--- src/rtl/terminal_line_editor_defines.svh ---
// Assertion macros used by the line editor back end.
`ifndef TERMINAL_LINE_EDITOR_DEFINES_SVH
`define TERMINAL_LINE_EDITOR_DEFINES_SVH

// Same-cycle implication, checked out of reset.
`define TLE_ASSERT_NOW(name, ante, cons, msg) \
  name: assert property (@(posedge clk) disable iff (!rst_n) (ante) |-> (cons)) \
    else $error(msg);

// Next-cycle implication, checked out of reset.
`define TLE_ASSERT_NEXT(name, ante, cons, msg) \
  name: assert property (@(posedge clk) disable iff (!rst_n) (ante) |=> (cons)) \
    else $error(msg);

`endif

--- src/rtl/tle_pkg.sv ---
package tle_pkg;

  localparam int LINE_MAX = 32;
  localparam int IDX_W    = $clog2(LINE_MAX);
  localparam int LEN_W    = 5;
  localparam int CFG_W    = 6;
  localparam int QDEPTH   = 4;
  localparam int QPTR_W   = $clog2(QDEPTH);

  localparam logic [CFG_W-1:0] CAP_RESET = 6'd32;
  localparam logic             REG_LINE_CAPACITY = 1'b0;

  localparam logic [7:0] CH_CTRLC = 8'h03;
  localparam logic [7:0] CH_BS    = 8'h08;
  localparam logic [7:0] CH_LF    = 8'h0a;
  localparam logic [7:0] CH_CR    = 8'h0d;
  localparam logic [7:0] CH_SPACE = 8'h20;
  localparam logic [7:0] CH_CARET = 8'h5e;
  localparam logic [7:0] CH_UC_C  = 8'h43;
  localparam logic [7:0] CH_DEL   = 8'h7f;

  typedef enum logic [1:0] {
    EV_BYTE = 2'd0,
    EV_EOF  = 2'd1,
    EV_ERR  = 2'd2,
    EV_NONE = 2'd3
  } event_t;

  typedef enum logic [2:0] {
    K_ECHO  = 3'd0,
    K_CHAR  = 3'd1,
    K_DONE  = 3'd2,
    K_INTR  = 3'd3,
    K_EMPTY = 3'd4,
    K_FAIL  = 3'd5
  } kind_t;

  typedef enum logic [2:0] {
    OP_ECHO  = 3'd0,
    OP_ERASE = 3'd1,
    OP_INTR  = 3'd2,
    OP_FAIL  = 3'd3,
    OP_EMPTY = 3'd4,
    OP_DUMP  = 3'd5
  } op_t;

  typedef enum logic [1:0] {
    B_IDLE = 2'd0,
    B_RUN  = 2'd1,
    B_CHAR = 2'd2,
    B_DONE = 2'd3
  } bstate_t;

  typedef struct packed {
    op_t              op;
    logic             nl;
    logic [7:0]       data;
    logic [IDX_W-1:0] len;
  } cmd_t;

  typedef struct packed {
    logic             en;
    logic [IDX_W-1:0] addr;
    logic [7:0]       data;
  } wr_req_t;

endpackage

--- src/rtl/terminal_line_editor.sv ---
// Channel  | Direction | Payload
// in_      | slave     | tdata: rx_byte; tuser: event_req
// out_     | master    | tdata: data_byte, line_length; tuser: kind; tlast: last
// cfg_     | APB       | line_capacity at byte address 0
//
// A single-beat item is written to the command queue, popped into the sequencer,
// then loaded into the output register, where its beat becomes valid.
// Erase gives 3 beats, interrupt 4, line end 1 + fill + 1 (no echo beat on end of
// input), one beat per cycle after the pop while out_tready stays high.
// Input is held off from a line-end beat until its done beat is loaded, and while
// the four-entry command queue is full. Reset is synchronous; no clearing pass.

module terminal_line_editor (
  input  logic        clk,
  input  logic        rst_n,
  input  logic        in_tvalid,
  output logic        in_tready,
  input  logic [7:0]  in_tdata,    // rx_byte [7:0]
  input  logic [1:0]  in_tuser,    // event_req [1:0]
  output logic        out_tvalid,
  input  logic        out_tready,
  output logic [15:0] out_tdata,   // data_byte [7:0], line_length [12:8], zero [15:13]
  output logic [2:0]  out_tuser,   // kind [2:0]
  output logic        out_tlast,
  input  logic        cfg_psel,
  input  logic        cfg_penable,
  input  logic        cfg_pwrite,
  input  logic [2:0]  cfg_paddr,
  input  logic [31:0] cfg_pwdata,
  output logic [31:0] cfg_prdata,
  output logic        cfg_pready
);

  logic [tle_pkg::CFG_W-1:0] cap_r;
  logic                      cfg_wr;
  logic                      push, pop, q_full, q_empty, dump_done;
  tle_pkg::cmd_t             push_cmd, pop_cmd;
  tle_pkg::wr_req_t          wr;

  assign cfg_pready = 1'b1;
  assign cfg_wr     = cfg_psel && cfg_penable && cfg_pwrite && cfg_pready;
  assign cfg_prdata = (cfg_paddr[2] == tle_pkg::REG_LINE_CAPACITY) ?
                      32'(cap_r) : 32'd0;

  always_ff @(posedge clk) begin
    if (!rst_n) begin
      cap_r <= tle_pkg::CAP_RESET;
    end else if (cfg_wr && cfg_paddr[2] == tle_pkg::REG_LINE_CAPACITY) begin
      cap_r <= cfg_pwdata[tle_pkg::CFG_W-1:0];
    end
  end

  tle_front u_front (
    .clk       (clk),
    .rst_n     (rst_n),
    .in_tvalid (in_tvalid),
    .in_tready (in_tready),
    .in_tdata  (in_tdata),
    .in_tuser  (in_tuser),
    .cap       (cap_r),
    .q_full    (q_full),
    .push      (push),
    .push_cmd  (push_cmd),
    .wr        (wr),
    .dump_done (dump_done)
  );

  tle_queue u_queue (
    .clk      (clk),
    .rst_n    (rst_n),
    .push     (push),
    .push_cmd (push_cmd),
    .pop      (pop),
    .pop_cmd  (pop_cmd),
    .full     (q_full),
    .empty    (q_empty)
  );

  tle_back u_back (
    .clk        (clk),
    .rst_n      (rst_n),
    .q_empty    (q_empty),
    .pop        (pop),
    .q_cmd      (pop_cmd),
    .wr         (wr),
    .dump_done  (dump_done),
    .out_tvalid (out_tvalid),
    .out_tready (out_tready),
    .out_tdata  (out_tdata),
    .out_tuser  (out_tuser),
    .out_tlast  (out_tlast)
  );

endmodule

--- src/rtl/tle_front.sv ---
module tle_front (
  input  logic                       clk,
  input  logic                       rst_n,
  input  logic                       in_tvalid,
  output logic                       in_tready,
  input  logic [7:0]                 in_tdata,
  input  logic [1:0]                 in_tuser,
  input  logic [tle_pkg::CFG_W-1:0]  cap,
  input  logic                       q_full,
  output logic                       push,
  output tle_pkg::cmd_t              push_cmd,
  output tle_pkg::wr_req_t           wr,
  input  logic                       dump_done
);

  logic [tle_pkg::IDX_W-1:0] fill_r, fill_nxt;
  logic                      pend_r, pend_nxt;
  logic                      accept;
  tle_pkg::event_t           ev;
  logic [tle_pkg::CFG_W-1:0] cap_lim;
  logic [tle_pkg::CFG_W-1:0] limit;
  logic [tle_pkg::CFG_W-1:0] fill_ext;
  logic [7:0]                c;

  assign in_tready = !pend_r && !q_full;
  assign accept    = in_tvalid && in_tready;
  assign ev        = tle_pkg::event_t'(in_tuser);
  assign c         = in_tdata;
  assign cap_lim   = (cap > tle_pkg::CFG_W'(tle_pkg::LINE_MAX)) ?
                     tle_pkg::CFG_W'(tle_pkg::LINE_MAX) : cap;
  assign limit     = cap_lim - tle_pkg::CFG_W'(1);
  assign fill_ext  = tle_pkg::CFG_W'(fill_r);

  always_comb begin
    fill_nxt = fill_r;
    pend_nxt = pend_r;
    push     = 1'b0;
    push_cmd = '0;
    wr       = '0;
    if (dump_done) begin
      pend_nxt = 1'b0;
    end
    if (accept && ev != tle_pkg::EV_NONE) begin
      if (cap < tle_pkg::CFG_W'(2) || ev == tle_pkg::EV_ERR) begin
        push        = 1'b1;
        push_cmd.op = tle_pkg::OP_FAIL;
        fill_nxt    = '0;
      end else if (ev == tle_pkg::EV_EOF) begin
        push = 1'b1;
        if (fill_r == '0) begin
          push_cmd.op = tle_pkg::OP_EMPTY;
        end else begin
          push_cmd.op  = tle_pkg::OP_DUMP;
          push_cmd.len = fill_r;
          fill_nxt     = '0;
          pend_nxt     = 1'b1;
        end
      end else begin
        unique case (c) inside
          tle_pkg::CH_CTRLC: begin
            push        = 1'b1;
            push_cmd.op = tle_pkg::OP_INTR;
            fill_nxt    = '0;
          end
          tle_pkg::CH_LF, tle_pkg::CH_CR: begin
            push         = 1'b1;
            push_cmd.op  = tle_pkg::OP_DUMP;
            push_cmd.nl  = 1'b1;
            push_cmd.len = fill_r;
            fill_nxt     = '0;
            pend_nxt     = 1'b1;
          end
          tle_pkg::CH_BS, tle_pkg::CH_DEL: begin
            if (fill_r != '0) begin
              push        = 1'b1;
              push_cmd.op = tle_pkg::OP_ERASE;
              fill_nxt    = fill_r - tle_pkg::IDX_W'(1);
            end
          end
          default: begin
            if (c >= tle_pkg::CH_SPACE && fill_ext < limit) begin
              push          = 1'b1;
              push_cmd.op   = tle_pkg::OP_ECHO;
              push_cmd.data = c;
              wr.en         = 1'b1;
              wr.addr       = fill_r;
              wr.data       = c;
              fill_nxt      = fill_r + tle_pkg::IDX_W'(1);
            end
          end
        endcase
      end
    end
  end

  always_ff @(posedge clk) begin
    if (!rst_n) begin
      fill_r <= '0;
      pend_r <= 1'b0;
    end else begin
      fill_r <= fill_nxt;
      pend_r <= pend_nxt;
    end
  end

endmodule

--- src/rtl/tle_queue.sv ---
module tle_queue (
  input  logic          clk,
  input  logic          rst_n,
  input  logic          push,
  input  tle_pkg::cmd_t push_cmd,
  input  logic          pop,
  output tle_pkg::cmd_t pop_cmd,
  output logic          full,
  output logic          empty
);

  tle_pkg::cmd_t              q_r [tle_pkg::QDEPTH];
  logic [tle_pkg::QPTR_W-1:0] wptr_r, rptr_r;
  logic [tle_pkg::QPTR_W:0]   cnt_r;
  logic                       do_push, do_pop;

  assign full    = cnt_r == (tle_pkg::QPTR_W + 1)'(tle_pkg::QDEPTH);
  assign empty   = cnt_r == '0;
  assign do_push = push && !full;
  assign do_pop  = pop && !empty;
  assign pop_cmd = q_r[rptr_r];

  always_ff @(posedge clk) begin
    if (do_push) begin
      q_r[wptr_r] <= push_cmd;
    end
  end

  always_ff @(posedge clk) begin
    if (!rst_n) begin
      wptr_r <= '0;
      rptr_r <= '0;
      cnt_r  <= '0;
    end else begin
      if (do_push) begin
        wptr_r <= wptr_r + tle_pkg::QPTR_W'(1);
      end
      if (do_pop) begin
        rptr_r <= rptr_r + tle_pkg::QPTR_W'(1);
      end
      if (do_push && !do_pop) begin
        cnt_r <= cnt_r + (tle_pkg::QPTR_W + 1)'(1);
      end else if (do_pop && !do_push) begin
        cnt_r <= cnt_r - (tle_pkg::QPTR_W + 1)'(1);
      end
    end
  end

endmodule

--- src/rtl/tle_back.sv ---
`include "terminal_line_editor_defines.svh"

module tle_back (
  input  logic             clk,
  input  logic             rst_n,
  input  logic             q_empty,
  output logic             pop,
  input  tle_pkg::cmd_t    q_cmd,
  input  tle_pkg::wr_req_t wr,
  output logic             dump_done,
  output logic             out_tvalid,
  input  logic             out_tready,
  output logic [15:0]      out_tdata,   // data_byte [7:0], line_length [12:8], zero [15:13]
  output logic [2:0]       out_tuser,   // kind [2:0]
  output logic             out_tlast
);

  tle_pkg::bstate_t          state_r, state_nxt;
  tle_pkg::cmd_t             cmd_r, cmd_nxt;
  logic [1:0]                step_r, step_nxt;
  logic [tle_pkg::IDX_W-1:0] idx_r, idx_nxt;
  logic [7:0]                mem [tle_pkg::LINE_MAX];
  logic [7:0]                rd_data_r;

  logic                      out_valid_r, out_valid_nxt;
  tle_pkg::kind_t            out_kind_r, out_kind_nxt;
  logic [7:0]                out_byte_r, out_byte_nxt;
  logic [tle_pkg::LEN_W-1:0] out_len_r, out_len_nxt;
  logic                      out_last_r, out_last_nxt;
  logic                      can_load;

  assign can_load   = !out_valid_r || out_tready;
  assign out_tvalid = out_valid_r;
  assign out_tuser  = out_kind_r;
  assign out_tdata  = {3'b000, out_len_r, out_byte_r};
  assign out_tlast  = out_last_r;

  always_comb begin
    state_nxt     = state_r;
    cmd_nxt       = cmd_r;
    step_nxt      = step_r;
    idx_nxt       = idx_r;
    pop           = 1'b0;
    dump_done     = 1'b0;
    out_valid_nxt = out_valid_r && !out_tready;
    out_kind_nxt  = out_kind_r;
    out_byte_nxt  = out_byte_r;
    out_len_nxt   = out_len_r;
    out_last_nxt  = out_last_r;
    unique case (state_r)
      tle_pkg::B_IDLE: begin
        if (!q_empty) begin
          pop      = 1'b1;
          cmd_nxt  = q_cmd;
          step_nxt = '0;
          idx_nxt  = '0;
          if (q_cmd.op == tle_pkg::OP_DUMP && !q_cmd.nl) begin
            state_nxt = (q_cmd.len == '0) ? tle_pkg::B_DONE : tle_pkg::B_CHAR;
          end else begin
            state_nxt = tle_pkg::B_RUN;
          end
        end
      end
      tle_pkg::B_RUN: begin
        if (can_load) begin
          out_valid_nxt = 1'b1;
          out_kind_nxt  = tle_pkg::K_ECHO;
          out_byte_nxt  = '0;
          out_len_nxt   = '0;
          out_last_nxt  = 1'b0;
          step_nxt      = step_r + 2'd1;
          unique case (cmd_r.op)
            tle_pkg::OP_ECHO: begin
              out_byte_nxt = cmd_r.data;
              out_last_nxt = 1'b1;
              state_nxt    = tle_pkg::B_IDLE;
            end
            tle_pkg::OP_ERASE: begin
              out_byte_nxt = (step_r == 2'd1) ? tle_pkg::CH_SPACE : tle_pkg::CH_BS;
              if (step_r == 2'd2) begin
                out_last_nxt = 1'b1;
                state_nxt    = tle_pkg::B_IDLE;
              end
            end
            tle_pkg::OP_INTR: begin
              if (step_r == 2'd0) begin
                out_byte_nxt = tle_pkg::CH_CARET;
              end else if (step_r == 2'd1) begin
                out_byte_nxt = tle_pkg::CH_UC_C;
              end else if (step_r == 2'd2) begin
                out_byte_nxt = tle_pkg::CH_LF;
              end else begin
                out_kind_nxt = tle_pkg::K_INTR;
                out_last_nxt = 1'b1;
                state_nxt    = tle_pkg::B_IDLE;
              end
            end
            tle_pkg::OP_EMPTY: begin
              out_kind_nxt = tle_pkg::K_EMPTY;
              out_last_nxt = 1'b1;
              state_nxt    = tle_pkg::B_IDLE;
            end
            tle_pkg::OP_DUMP: begin
              out_byte_nxt = tle_pkg::CH_LF;
              idx_nxt      = '0;
              state_nxt    = (cmd_r.len == '0) ? tle_pkg::B_DONE : tle_pkg::B_CHAR;
            end
            default: begin
              out_kind_nxt = tle_pkg::K_FAIL;
              out_last_nxt = 1'b1;
              state_nxt    = tle_pkg::B_IDLE;
            end
          endcase
        end
      end
      tle_pkg::B_CHAR: begin
        if (can_load) begin
          out_valid_nxt = 1'b1;
          out_kind_nxt  = tle_pkg::K_CHAR;
          out_byte_nxt  = rd_data_r;
          out_len_nxt   = tle_pkg::LEN_W'(idx_r);
          out_last_nxt  = 1'b0;
          if (idx_r == cmd_r.len - tle_pkg::IDX_W'(1)) begin
            state_nxt = tle_pkg::B_DONE;
          end else begin
            idx_nxt = idx_r + tle_pkg::IDX_W'(1);
          end
        end
      end
      tle_pkg::B_DONE: begin
        if (can_load) begin
          out_valid_nxt = 1'b1;
          out_kind_nxt  = tle_pkg::K_DONE;
          out_byte_nxt  = '0;
          out_len_nxt   = tle_pkg::LEN_W'(cmd_r.len);
          out_last_nxt  = 1'b1;
          dump_done     = 1'b1;
          state_nxt     = tle_pkg::B_IDLE;
        end
      end
      default: begin
        state_nxt = tle_pkg::B_IDLE;
      end
    endcase
  end

  always_ff @(posedge clk) begin
    if (wr.en) begin
      mem[wr.addr] <= wr.data;
    end
    rd_data_r <= mem[idx_nxt];
  end

  always_ff @(posedge clk) begin
    if (!rst_n) begin
      state_r     <= tle_pkg::B_IDLE;
      out_valid_r <= 1'b0;
    end else begin
      state_r     <= state_nxt;
      out_valid_r <= out_valid_nxt;
    end
  end

  always_ff @(posedge clk) begin
    cmd_r      <= cmd_nxt;
    step_r     <= step_nxt;
    idx_r      <= idx_nxt;
    out_kind_r <= out_kind_nxt;
    out_byte_r <= out_byte_nxt;
    out_len_r  <= out_len_nxt;
    out_last_r <= out_last_nxt;
  end

  `TLE_ASSERT_NOW(a_no_write_in_dump, wr.en, state_r != tle_pkg::B_CHAR, "store written during line dump")
  `TLE_ASSERT_NOW(a_idx_in_line, state_r == tle_pkg::B_CHAR, idx_r < cmd_r.len, "dump index past line length")
  `TLE_ASSERT_NOW(a_idle_holds_last, state_r == tle_pkg::B_IDLE && out_valid_r, out_last_r, "idle with a non-final beat pending")
  `TLE_ASSERT_NEXT(a_pop_starts, pop, state_r != tle_pkg::B_IDLE, "command popped but sequencer stayed idle")

endmodule
--- config.mk ---
export PLATFORM = sky130hd
export DESIGN_NAME = terminal_line_editor
export DESIGN_NICKNAME = d
export VERILOG_FILES = /design/src/rtl/tle_pkg.sv /design/src/rtl/terminal_line_editor.sv /design/src/rtl/tle_front.sv /design/src/rtl/tle_queue.sv /design/src/rtl/tle_back.sv
export VERILOG_INCLUDE_DIRS = /design/src /design/src/rtl
export SDC_FILE = /design/constraint.sdc
export NUM_CORES = 1
export LEC_CHECK = 0
export ABC_AREA = 1
export BUFFER_PORTS_ARGS = -buffer_cell sky130_fd_sc_hd__clkbuf_2
export CORE_UTILIZATION = 65
export CTS_CLUSTER_SIZE = 14
export DETAILED_ROUTE_END_ITERATION = 12
export PLACE_DENSITY = 0.87
export SYNTH_ARGS = -nofsm -noshare
export SYNTH_HDL_FRONTEND = slang
export SYNTH_SLANG_ARGS = --single-unit
--- constraint.sdc ---
create_clock -name clk -period 5.8 [get_ports clk]
set_input_delay 0.87 -clock clk [delete_from_list [all_inputs] [get_ports clk]]
set_output_delay 0.87 -clock clk [all_outputs]
set_load 0.005 [all_outputs]
* Word level (Yosys, flattened, before mapping)
Memory sizes are Yosys's and may differ from the RTL's. A register that Yosys moved wholly into a read port is not among the register bits.
Cells that the tools add are included.
** Word-level totals
- Word-level logic and storage cells :: 218
- Memories kept :: 2
- Input port bits :: 52
- Memory bits (writable) :: 324
- Output and inout port bits :: 55
- Register bits after elaboration :: 62
** Cells by class
- Muxes and demuxes :: 106
- Reduce and logical (&&, ||, !) cells :: 46
- Bitwise logic cells :: 2
- $lt $le $gt $ge :: 4
- Equal/unequal tests :: 31
- $add $sub $neg :: 10
** Memories
- u_back.mem :: depth 32, bits a word 8, rd ports 1, clocked after Yosys merged registers in 1, wr ports 1, RTL line tle_back.sv:22 : logic [7:0] mem [tle_pkg::LINE_MAX];
- u_queue.q_r :: depth 4, bits a word 17, rd ports 1, clocked after Yosys merged registers in 1, wr ports 1, RTL line tle_queue.sv:12 : tle_pkg::cmd_t q_r [tle_pkg::QDEPTH];
** Operators by type and width (count)
- 14-bit 2-to-1 mux :: 6
- 5-bit 2-to-1 mux :: 16
- 8-bit 2-to-1 mux :: 7
- 1-bit 2-to-1 mux :: 33
- 8-bit one-hot mux with 4 select lines :: 1
- 2-bit 2-to-1 mux :: 15
- 5-bit one-hot mux with 3 select lines :: 2
- 3-bit 2-to-1 mux :: 9
- 3-bit one-hot mux with 3 select lines :: 3
- 8-bit by 4-bit == test with 1-bit output (second input constant) :: 3
- 8-bit one-hot mux with 3 select lines :: 1
- 6-bit 2-to-1 mux :: 3
- 17-bit 2-to-1 mux :: 1
- 5-bit logical NOT :: 3
- 1-bit logical AND :: 13
- 3-bit == test (second input constant) :: 4
- 5-bit by 1-bit adder with 5-bit output (second input constant) :: 2
- 5-bit one-hot mux with 2 select lines :: 1
- 5-bit nonzero test :: 2
- 5-bit by 1-bit subtractor with 5-bit output (second input constant) :: 2
- 9-bit 2-to-1 mux :: 1
- 3-bit != test (second input constant) :: 3
- 9-bit AND reduction :: 1
- 3-bit OR reduction :: 3
- 37 further kinds :: 64

* Logic depth before layout (Yosys ltp)
- Depth after elaboration :: 15
- Depth in mapped cells :: 24

* By module
A second synthesis with hierarchy kept.
** Second synthesis, totals
- Cells, all modules :: 1905
- Area total of the unflattened synthesis :: 19043.3 um2
** Modules (own cells, without submodules)
- tle_back :: instances 1, area each 14254.9 um2, cells an instance 1406
- tle_queue :: instances 1, area each 3081.7 um2, cells an instance 234
- tle_front :: instances 1, area each 1113.6 um2, cells an instance 182
- terminal_line_editor :: instances 1, area each 593.1 um2, cells an instance 83

* Worst setup path after synthesis
No wires, ideal clock.
- Path kind :: register to register
- Start :: register cap_r[2] in the netlist's numbering
- End :: memory u_back.mem[0][2] (data pin)
- Cell stages (with the launch flop) :: 18
- Library setup time :: 370 ps
- Setup slack :: 2387 ps
- Required time :: 5430 ps
- Arrival :: 3044 ps
- Path through :: dfxtp_1 -> inv_1 -> nand4_1 -> o21ai_1 -> nand2_1 -> ha_1 -> xnor2_1 -> ha_1 -> nand2_1 -> a21oi_1 -> nand3_1 -> nand2_1 -> nor2_1 -> nand2_1 -> nor2_4 -> inv_2 -> buf_2 -> nor2_1
** Between the ends
- Word-level cells in the longest chain between the ends :: 10
- Elaborated cells between the ends (all ways) :: 12
** RTL lines
- start, declared :: RTL line terminal_line_editor.sv:34 : logic [tle_pkg::CFG_W-1:0] cap_r;
- start signal, assigned :: RTL line terminal_line_editor.sv:47 : cap_r <= tle_pkg::CAP_RESET;
- start signal, assigned :: RTL line terminal_line_editor.sv:49 : cap_r <= cfg_pwdata[tle_pkg::CFG_W-1:0];
- 6-bit > comparator :: RTL line tle_front.sv:29 : assign cap_lim = (cap > tle_pkg::CFG_W'(tle_pkg::LINE_MAX)) ?
- 6-bit 2-to-1 mux :: RTL line tle_front.sv:29
- 6-bit by 1-bit subtractor with 6-bit output :: RTL line tle_front.sv:31 : assign limit = cap_lim - tle_pkg::CFG_W'(1);
- 5-bit by 6-bit less-than comparator with 1-bit output :: RTL line tle_front.sv:81 : if (c >= tle_pkg::CH_SPACE && fill_ext < limit) begin
- 1-bit logical AND :: RTL line tle_front.sv:81
- 14-bit 2-to-1 mux :: RTL line tle_front.sv:81
- 14-bit 2-to-1 mux :: RTL line tle_front.sv:59 : unique case (c) inside
- 14-bit 2-to-1 mux :: RTL line tle_front.sv:48 : end else if (ev == tle_pkg::EV_EOF) begin
- 14-bit 2-to-1 mux * :: RTL line tle_front.sv:44 : if (cap < tle_pkg::CFG_W'(2) || ev == tle_pkg::EV_ERR) begin
- 14-bit 2-to-1 mux * :: RTL line tle_front.sv:43 : if (accept && ev != tle_pkg::EV_NONE) begin
- end, declared :: RTL line tle_back.sv:22
Mark *: on every way between the ends. The rest lies on a longest branch, timed or not.

* Worst setup path after layout
- Start :: register u_back.state_r[1]
- End :: register u_back.rd_data_r[2], read port of u_back.mem
** Between the ends
- Word-level cells in the longest chain between the ends :: 2
- Elaborated cells between the ends (all ways) :: 4
** RTL lines
- start, declared :: RTL line tle_back.sv:18 : tle_pkg::bstate_t state_r, state_nxt;
- start signal, assigned :: RTL line tle_back.sv:156 : state_r <= tle_pkg::B_IDLE;
- start signal, assigned :: RTL line tle_back.sv:159 : state_r <= state_nxt;
- 2-bit == test, or another cell as far along :: RTL line tle_back.sv:50 : unique case (state_r)
- 5-bit one-hot mux with 3 select lines * :: RTL line tle_back.sv:50
- end, declared :: RTL line tle_back.sv:23 : logic [7:0] rd_data_r;
Marked as above.
A chain may end at the register's enable or synchronous reset.

==> results by group <==
Floorplan
  – Starting density of the core: roughly 66%
  – I/O pin cnt: 107
  – Die height: between 150 and 200 µm
  – Die Width: around 170 µm
  – Core ar.: roughly 28000 µm²
  – Rows: 61
  – Die Area: 29100 µm²

Synth
  – Warnings from Yosys: 0
  – FF+latch count, synth: around 400
  – Post-Syn Area: 18500 µm²
  – Yosys cell types: about 40
  – Cells after Synth: between 1500 and 2000
  – Register area share after synthesis: between 60% and 70%
  – Syn_area_per_cell: just under 10 µm²

Detailed routing
  – Total Wirelength: 43.9 mm
  – DR pass1 iterations: 6
  – DRT antenna net count: 0
  – First DRT Iteration DRCs: ~1700
  – Routed vias: 13800
  – Drt drc: 0
  – WL/cell: 19.2 µm
  – Via density: 6.05

Setup path
  – Critical path arrival: 4.57 ns
  – Setup crit start kind: flip-flop
  – Critical path class: reg -> reg
  – Crit path max-delay cell type: buf_4
  – Slowest Stage Delay on Critical Path: 0.81 ns
  – CP cell instances: clkinv_1 > nor2_2 > nand3_4 > nand3_4 > buf_4 > nand2_1 > nand3_1 > nand3_1 > nand3_1 > nand2_1 > nand2_1 > nand2_1
  – Worst Path Buf+Inv: 2
  – Crit-path max FO: a little over 90
  – Worst path top cell family by delay: simple AND/OR/NAND/NOR gates
  – R2r worst-path depth: 12
  – Most frequent cell on the critical path: nand2_1
  – CP required: 6.19 ns
  – Crit path depth: 12
  – Crit end category: flip-flop

Placed design
  – Dpl ws: approximately 1.4 ns
  – DP Wirelength: between 20 and 25 mm
  – Final Wtd Congestion: ~0.91
  – Area after DPL: about 19000 µm²
  – Port bufs: 48

Timing
  – Pins over their slew limit: 0
  – RSZ-0062 raised after global routing: no
  – # setup viols final: 0
  – Worst Max-Slew Pin Slew: around 1.2 ns
  – Rel. slew slack: a little over a fifth
  – Fmax: ~0.24 GHz
  – Hold Fails Final Rpt: 0
  – Worst Skew: about 0.033 ns
  – Period utilization: 72.0%
  – Final worst slack: approximately 1.6 ns
  – Post-layout min period: about 4.2 ns
  – Setup_tns: 0 ns

Final layout
  – Fin area: roughly 20000 µm²
  – Layout area overhead: 8.92%
  – Fraction of layout cells with a size suffix above 1: approximately 8.4%
  – Number of fill cells in the layout: 1780
  – Nets: 1948
  – Ant. Diodes: 0

Clock tree
  – CTS sink cnt: ~400
  – H-tree levels: 2
  – Root buf cell: clkbuf_16
  – Setup Fix Bufs, Post-CTS: 0
  – Cts repair resizes: 0
  – Clock latency on the worst-skew pair: 0.55 ns
  – TritonCTS clock tree: built
  – Post-CTS Hold Fix Bufs: 0
  – Clk buf depth: 3
  – Register clock-pin slew on the reported worst setup and hold paths: around 0.07 ns
  – Num CTS Buffers: 39

Flow run
  – Maximum Capacitance Violations: 0

GRT
  – Initial antenna violation count: 0
  – Vias in the first global route: about 13000
  – First-pass GRT wire length: between 60 and 70 mm
  – Pin count of the biggest net entering global routing: 94
  – Gr usage total: a little under a third
  – Aggregate global routing overflow: 0

Pwr
  – Pwr dens: ~420 nW/µm²
  – Max rail drop VDD: around 0.00034 V
  – Final Total Pwr: ~8.5 mW
  – Pleak: between 8 and 9 nW

Run status
  – Outcome: completed

Hold path
  – Worst hold path class: reg -> reg
  – WHS Path Cells: 2
cell families after synthesis:
kind of cell    count (synthesis)  share of synthesized area (%)
compound gates                136                           4.26
xor+xnor                        6                          0.285
fa+ha+maj                      23                           1.64
buf+inv                       471                           10.6
flops                         396                           62.4
other cells                     2                         0.0407
simple gates                  824                           20.8
layer usage:
| layer | part of all wire [%] | global-route usage (%) |
|---|---|---|
| met5 | 0 | 0 |
| met4 | 3.6 | 12.3 |
| met3 | 12 | 6.11 |
| met2 | 48 | 50.8 |
| met1 | 37 | 40.4 |
worst min-delay path, cell delays in order, from the launching register on:
cell and delay, ns:
dfxtp_1 0.33, inv_1 0.07, a21oi_1 0.05
per-stage QoR:
step / std cells / utilization, % / hold slack, ns
after floorplan: 1886 / - / 0.436
after global placement: 2210 / 67.7 / 0.450
after detailed placement: 2210 / 67.7 / 0.460
after CTS: 2281 / 72.2 / 0.490
after global routing: 2281 / 72.2 / 0.513
final: 2281 / 72.2 / 0.489
final cells by class:
class / count / area, µm² / area share (%)
sequential: 396 / 11500 / 57.3
clock buffer: 53 / 1080 / 5.37
tap: 378 / 473 / 2.35
timing repair buffer: 68 / 390 / 1.94
clock inverter: 18 / 178 / 0.884
multi-input combinational: 1019 / 5150 / 25.6
inverter: 349 / 1310 / 6.52
cells in the final DEF, fill, tap and decap left out, drive strengths merged, types with 3 or more instances in the layout:
cell and n:
dfxtp 37, bufinv 3, a31oi 3, xnor2 4, a22o 5, nor2 149
nand4 137, buf 20, inv 347, nor3 11, ha 21, a211oi 4
clkinv 15, clkbuf 101, nand3 258, a21oi 35, o21ai 63, conb 30
o22ai 18, nand2 264, edfxtp 359
synth_stat cells:
cell type	instances	area, µm²
nor2_2	5	31.3
dfxtp_1	37	741
nand4_1	137	857
buf_2	44	220
a21oi_2	1	8.76
nand3_2	3	30.0
nand3_1	255	1280
o211ai_1	2	15.0
clkinv_1	3	11.3
buf_4	35	263
a211o_1	1	8.76
a32o_1	2	20.0
nor3_1	11	55.1
edfxtp_1	359	10800
nand2_2	2	12.5
fa_1	2	40.0
a31oi_1	2	12.5
nor2_4	2	22.5
a21oi_1	33	165
a32oi_1	2	17.5
inv_2	7	26.3
nor4_1	2	12.5
o21ai_0	61	305
conb_1	2	7.51
o21ai_1	2	10.0
ha_1	21	263
a21oi_4	1	16.3
o22ai_1	18	113
xnor2_1	4	35.0
and3_1	1	6.26
a31oi_2	1	12.5
buf_1	4	15.0
o31ai_1	1	7.51
a22o_1	5	43.8
a211oi_1	4	30.0
nand2_1	262	983
inv_1	339	1270
clkbuf_1	39	146
nand3b_1	2	15.0
xor2_1	2	17.5
nor2_1	142	533
worst paths after layout:
| check | to | slack [ns] | from |
|---|---|---|---|
| max | u_back.rd_data_r[2]$_DFF_P_ | 1.63 | u_back.state_r[1]$_SDFFE_PN0P_ |
| min | u_queue.cnt_r[2]$_SDFFE_PN0P_ | 0.49 | u_queue.cnt_r[2]$_SDFFE_PN0P_ |
| max reg2reg | u_back.rd_data_r[2]$_DFF_P_ | 1.63 | u_back.state_r[1]$_SDFFE_PN0P_ |
| min reg2reg | u_queue.cnt_r[2]$_SDFFE_PN0P_ | 0.49 | u_queue.cnt_r[2]$_SDFFE_PN0P_ |
sequential cells by signal (all words and copies together), names as in the netlist, named ones only:
| register | cells |
|---|---|
| u_back.step_r | 2 |
| u_front.fill_r | 5 |
| u_back.out_tlast | 1 |
| u_back.idx_r | 5 |
| u_back.out_tuser | 3 |
| u_front.pend_r | 1 |
| u_back.out_byte_r | 8 |
| u_queue.cnt_r | 3 |
| u_queue.wptr_r | 2 |
| cap_r | 6 |
| u_back.out_tvalid | 1 |
| u_back.mem | 256 |
| u_back.cmd_r | 16 |
| u_queue.rptr_r | 2 |
| u_back.out_len_r | 5 |
| u_queue.q_r | 68 |
| u_back.rd_data_r | 8 |
| u_back.state_r | 2 |
power by group:
group | switching, mW | internal (mW) | total, mW | leakage (nW)
combinational | 1.72 | 0.704 | 2.43 | 4.58
sequential | 0.141 | 3.46 | 3.60 | 3.36
clock | 1.05 | 1.44 | 2.50 | 0.609
(Power assumes the default switching activity.)
